<file path="src/hdl/tpcq_ram.sv">
// ----------------------------------------------------------------------------
// tpcq_ram: generic simple dual-port RAM
// One write port, one read port with registered read data.
// ----------------------------------------------------------------------------
module tpcq_ram #(
    parameter int WIDTH = 8,
    parameter int DEPTH = 64
) (
    input  logic                     clk,
    input  logic                     we,
    input  logic [$clog2(DEPTH)-1:0] waddr,
    input  logic [WIDTH-1:0]         wdata,
    input  logic [$clog2(DEPTH)-1:0] raddr,
    output logic [WIDTH-1:0]         rdata
);

    logic [WIDTH-1:0] mem [DEPTH];

    always_ff @(posedge clk)
    begin
        if (we)
        begin
            mem[waddr] <= wdata;
        end
        rdata <= mem[raddr];
    end

endmodule

</file>
<file path="config.mk">
export PLATFORM = sky130hd
export DESIGN_NAME = tpcq_ram
export DESIGN_NICKNAME = d
export VERILOG_FILES = /design/src/hdl/tpcq_ram.sv
export SDC_FILE = /design/constraint.sdc
export NUM_CORES = 1
export LEC_CHECK = 0
export BUFFER_PORTS_ARGS = -buffer_cell sky130_fd_sc_hd__buf_4
export CAP_MARGIN = 20
export CELL_PAD_IN_SITES_DETAIL_PLACEMENT = 1
export CELL_PAD_IN_SITES_GLOBAL_PLACEMENT = 2
export CORE_ASPECT_RATIO = 1.2
export CORE_UTILIZATION = 39
export CTS_BUF_LIST = sky130_fd_sc_hd__clkbuf_8
export CTS_CLUSTER_DIAMETER = 120
export DETAILED_ROUTE_END_ITERATION = 12
export PLACE_DENSITY = 0.68
export SLEW_MARGIN = 40
export SYNTH_ARGS = -nofsm -noshare
export SYNTH_HDL_FRONTEND = slang
export SYNTH_SLANG_ARGS = --single-unit
export TNS_END_PERCENT = 5
</file>
<file path="constraint.sdc">
create_clock -name clk -period 2.68 [get_ports clk]
set_clock_uncertainty 0.05 [all_clocks]
set_input_delay 0.268 -clock clk [delete_from_list [all_inputs] [get_ports clk]]
set_output_delay 0.268 -clock clk [all_outputs]
set_load 0.01 [all_outputs]
</file>
==> impl_metrics.sql <==
INSERT INTO impl_metrics (metric_group, metric, value, unit) VALUES
('placed_design', 'place.detailed.hpwl', '30600', 'microns'),
('floorplanning', 'die_h', '251', 'microns'),
('timing', 'slew_viol_final', '0', ''),
('run_status', 'status', 'complete, no violations', ''),
('worst_setup_path', 'setup_slack_of_the_most_critical_reg_to_reg_path', '0.61', 'ns'),
('timing', 'worst_pin_slew', '0.776', 'ns'),
('pwr', 'cellInternalPower', '12.4', 'mW'),
('final_layout', 'design.final.nets', '1131', ''),
('clock_tree', 'numClockSinks', '520', ''),
('logic_synthesis', 'synth_most_common_cell', 'sky130_fd_sc_hd__edfxtp_1', ''),
('clock_tree', 'cts-htree-levels', '3', ''),
('drt', 'final_antenna_violating_net_count', '0', ''),
('worst_setup_path', 'largest_delay_share_family_worst_path', 'multiplexers', ''),
('drt', 'detailroute.via_count', '9961', ''),
('timing', 'rsz0062_at_grt', 'false', ''),
('worst_setup_path', 'critical_path.cell_chain', 'mux4_2, mux2_2, a221oi_1, buf_4, o2bb2ai_1', ''),
('logic_synthesis', 'synth_ff_type', 'sky130_fd_sc_hd__edfxtp_1', ''),
('drt', 'routed_wire_length_per_instance', '26.9', 'microns'),
('worst_setup_path', 'cell_with_the_largest_stage_delay_on_the_worst_path', 'sky130_fd_sc_hd__a221oi_1', ''),
('floorplanning', 'io_pins', '30', ''),
('logic_synthesis', 'synthTopCellsByArea', 'sky130_fd_sc_hd__edfxtp_1 (76%), sky130_fd_sc_hd__mux4_2 (14%), sky130_fd_sc_hd__nor2_1 (1.5%)', ''),
('logic_synthesis', 'netlist.area_leader.share', '0.762', ''),
('worst_setup_path', 'cp.required', '3.18', 'ns'),
('final_layout', 'area_growth_syn_to_layout', '15.4', '%'),
('clock_tree', 'clkLatencyLatePin', '0.66', 'ns'),
('floorplanning', 'initial_utilization', '0.398', ''),
('clock_tree', 'cts_buffers', '80', ''),
('clock_tree', 'cts_buffer_depth', '3', ''),
('drt', 'route.detailed.drc', '0', ''),
('timing', 'final_min_period_over_clock_period', '0.773', ''),
('final_layout', 'fraction_of_layout_cells_with_a_size_suffix_above_1', '0.321', ''),
('worst_setup_path', 'crit_arrival', '2.57', 'ns'),
('logic_synthesis', 'postSynthCellCount', '940', ''),
('global_routing', 'grt_first_pass_wirelength', '72900', 'microns'),
('logic_synthesis', 'synthTopCellsByCount', 'sky130_fd_sc_hd__edfxtp_1 (512), sky130_fd_sc_hd__mux4_2 (126), sky130_fd_sc_hd__nor2_1 (83), sky130_fd_sc_hd__mux2i_1 (23), sky130_fd_sc_hd__nand2_1 (19)', ''),
('logic_synthesis', 'synth-seq-area-share', '0.770', ''),
('worst_setup_path', 'critical_path_peak_fanout', '1', ''),
('floorplanning', 'core.rowCount', '90', ''),
('global_routing', 'global_route_usage_over_all_layers', '0.194', ''),
('global_routing', 'globalRouteOverflowTotal', '0', ''),
('logic_synthesis', 'synthesis.nets', '962', ''),
('drt', 'postRouteWirelength', '48900', 'microns'),
('worst_setup_path', 'worst_setup_path_start_kind', 'register', ''),
('global_routing', 'grt_antenna_before_repair', '3', ''),
('worst_hold_path', 'hp-start', 'waddr[1]', ''),
('pwr', 'share_of_power_burned_in_registers', '0.564', ''),
('pwr', 'clkPwrFrac', '0.380', ''),
('placed_design', 'final_weighted_congestion_in_routability_driven_placement', '0.811', ''),
('global_routing', 'vias_in_the_first_global_route', '10810', ''),
('floorplanning', 'fp.dieArea', '52600', 'sq um'),
('logic_synthesis', 'synth.distinct_cells', '40', ''),
('logic_synthesis', 'synth.cell_area', '20200', 'sq um'),
('worst_setup_path', 'critPathBufInv', '1', ''),
('clock_tree', 'clock-root-buffer', 'sky130_fd_sc_hd__clkbuf_8', ''),
('worst_setup_path', 'cp-startpoint', 'mem[46][1]', ''),
('pwr', 'power_density', '689', 'nW/um^2'),
('placed_design', 'dp_cells', '1668', ''),
('timing', 'max_freq', '483', 'MHz'),
('pwr', 'swShare', '0.224', ''),
('worst_hold_path', 'hold_class', 'input pin to register', ''),
('global_routing', 'grt_max_degree', '65', ''),
('pwr', 'worst_ir_drop_vdd', '0.000354', 'V'),
('drt', 'drt_first_iter_violations', '681', ''),
('clock_tree', 'cts_resized', '0', ''),
('logic_synthesis', 'synth.ff_latch_count', '520', ''),
('timing', 'final_number_of_setup_violating_endpoints', '0', ''),
('pwr', 'p_leak', '7.52', 'nW'),
('logic_synthesis', 'ys.warnings.count', '0', ''),
('clock_tree', 'tritoncts_clock_tree', 'done', ''),
('worst_setup_path', 'worst_setup_path_end_kind', 'register', ''),
('pwr', 'net_switching_power', '3.59', 'mW');
[worst paths after layout]
path                                   end  cells after the start
worst max-delay path              rdata[1]                      5
worst min-delay path            mem[54][5]                      3
worst max register to register    rdata[1]                      5
worst min register to register    rdata[2]                      4
[state kept, by name, indices dropped and copies added, names as in the netlist]
register / flops
mem: 512
rdata: 8
[logic make-up after synthesis]
| group | count (synthesis) | synth area share |
|---|---|---|
| and+or+nand+nor | 153 | 0.0339 |
| DFF | 520 | 0.770 |
| AOI/OAI and AO/OA | 54 | 0.0207 |
| muxes | 162 | 0.159 |
| buffers and inverters | 51 | 0.0157 |
[routing by layer]
metal,track usage,part of all wire,vias up
met5,0,0.00047,-
li1,-,-,4279
met4,0.0799,0.028,4
met1,0.253,0.42,5347
met3,0.0346,0.048,68
met2,0.323,0.50,263
[power groups by stage]
stage          registers [mW]  logic [mW]  clock network, mW
6_report                 9.04       0.896               6.10
5_1_grt                  9.04       0.962               6.59
4_1_cts                  9.04       0.919               6.29
3_5_place_dp             9.21       0.915                  0
3_3_place_gp             9.21       0.898                  0
2_1_floorplan            9.19       0.480                  0
[worst min-delay path: cells and delay by family]
kind,cells,cell delay [ns]
buffers and inverters,1,0.15
and+or+nand+nor,2,0.16
[timing repair]
| action | CTS | global route |
|---|---|---|
| endpoints found under the hold margin | 8 | 0 |
| hold buffers | 3 | 0 |
| setup buffers | 0 | 0 |
[final cells by class]
type / count / area (sq um)
repair buffers: 138 / 1140
clock inverters: 65 / 323
flip-flops and latches: 520 / 15500
clock buffers: 83 / 1140
multi-input cells: 369 / 4320
diodes: 1 / 2.50
fillers: 4727 / 27400
well taps: 644 / 806
[placed cells by master, fill, tap and decap left out, types with 4 or more instances in the layout]
master                     instances
sky130_fd_sc_hd__edfxtp_1        512
sky130_fd_sc_hd__buf_4           127
sky130_fd_sc_hd__mux4_2          126
sky130_fd_sc_hd__clkbuf_8         84
sky130_fd_sc_hd__nor2_1           82
sky130_fd_sc_hd__clkinv_1         26
sky130_fd_sc_hd__mux2i_1          23
sky130_fd_sc_hd__inv_1            22
sky130_fd_sc_hd__nand2_1          19
sky130_fd_sc_hd__nor2b_1          14
sky130_fd_sc_hd__mux2_2           13
sky130_fd_sc_hd__nand3_1          13
sky130_fd_sc_hd__clkinv_2         12
sky130_fd_sc_hd__o221ai_1          8
sky130_fd_sc_hd__o22ai_1           8
sky130_fd_sc_hd__dfxtp_1           8
sky130_fd_sc_hd__nand2b_1          7
sky130_fd_sc_hd__nor3_1            7
sky130_fd_sc_hd__buf_12            7
sky130_fd_sc_hd__a221oi_1          6
sky130_fd_sc_hd__a211oi_1          4
[through the flow]
step	worst slack, ns	hold WS, ns	cell area, sq um	power (mW)	utilization
floorplan	0.694	0.317	20200	9.67	-
finish	0.609	0.0747	23300	16.0	0.459
CTS	0.557	0.000904	23300	16.2	0.459
global route	0.525	0.0498	23300	16.6	0.459
global placement	0.142	0.594	21800	10.1	0.430
detailed placement	0.106	0.601	21800	10.1	0.430
(Power assumes the default switching activity.)
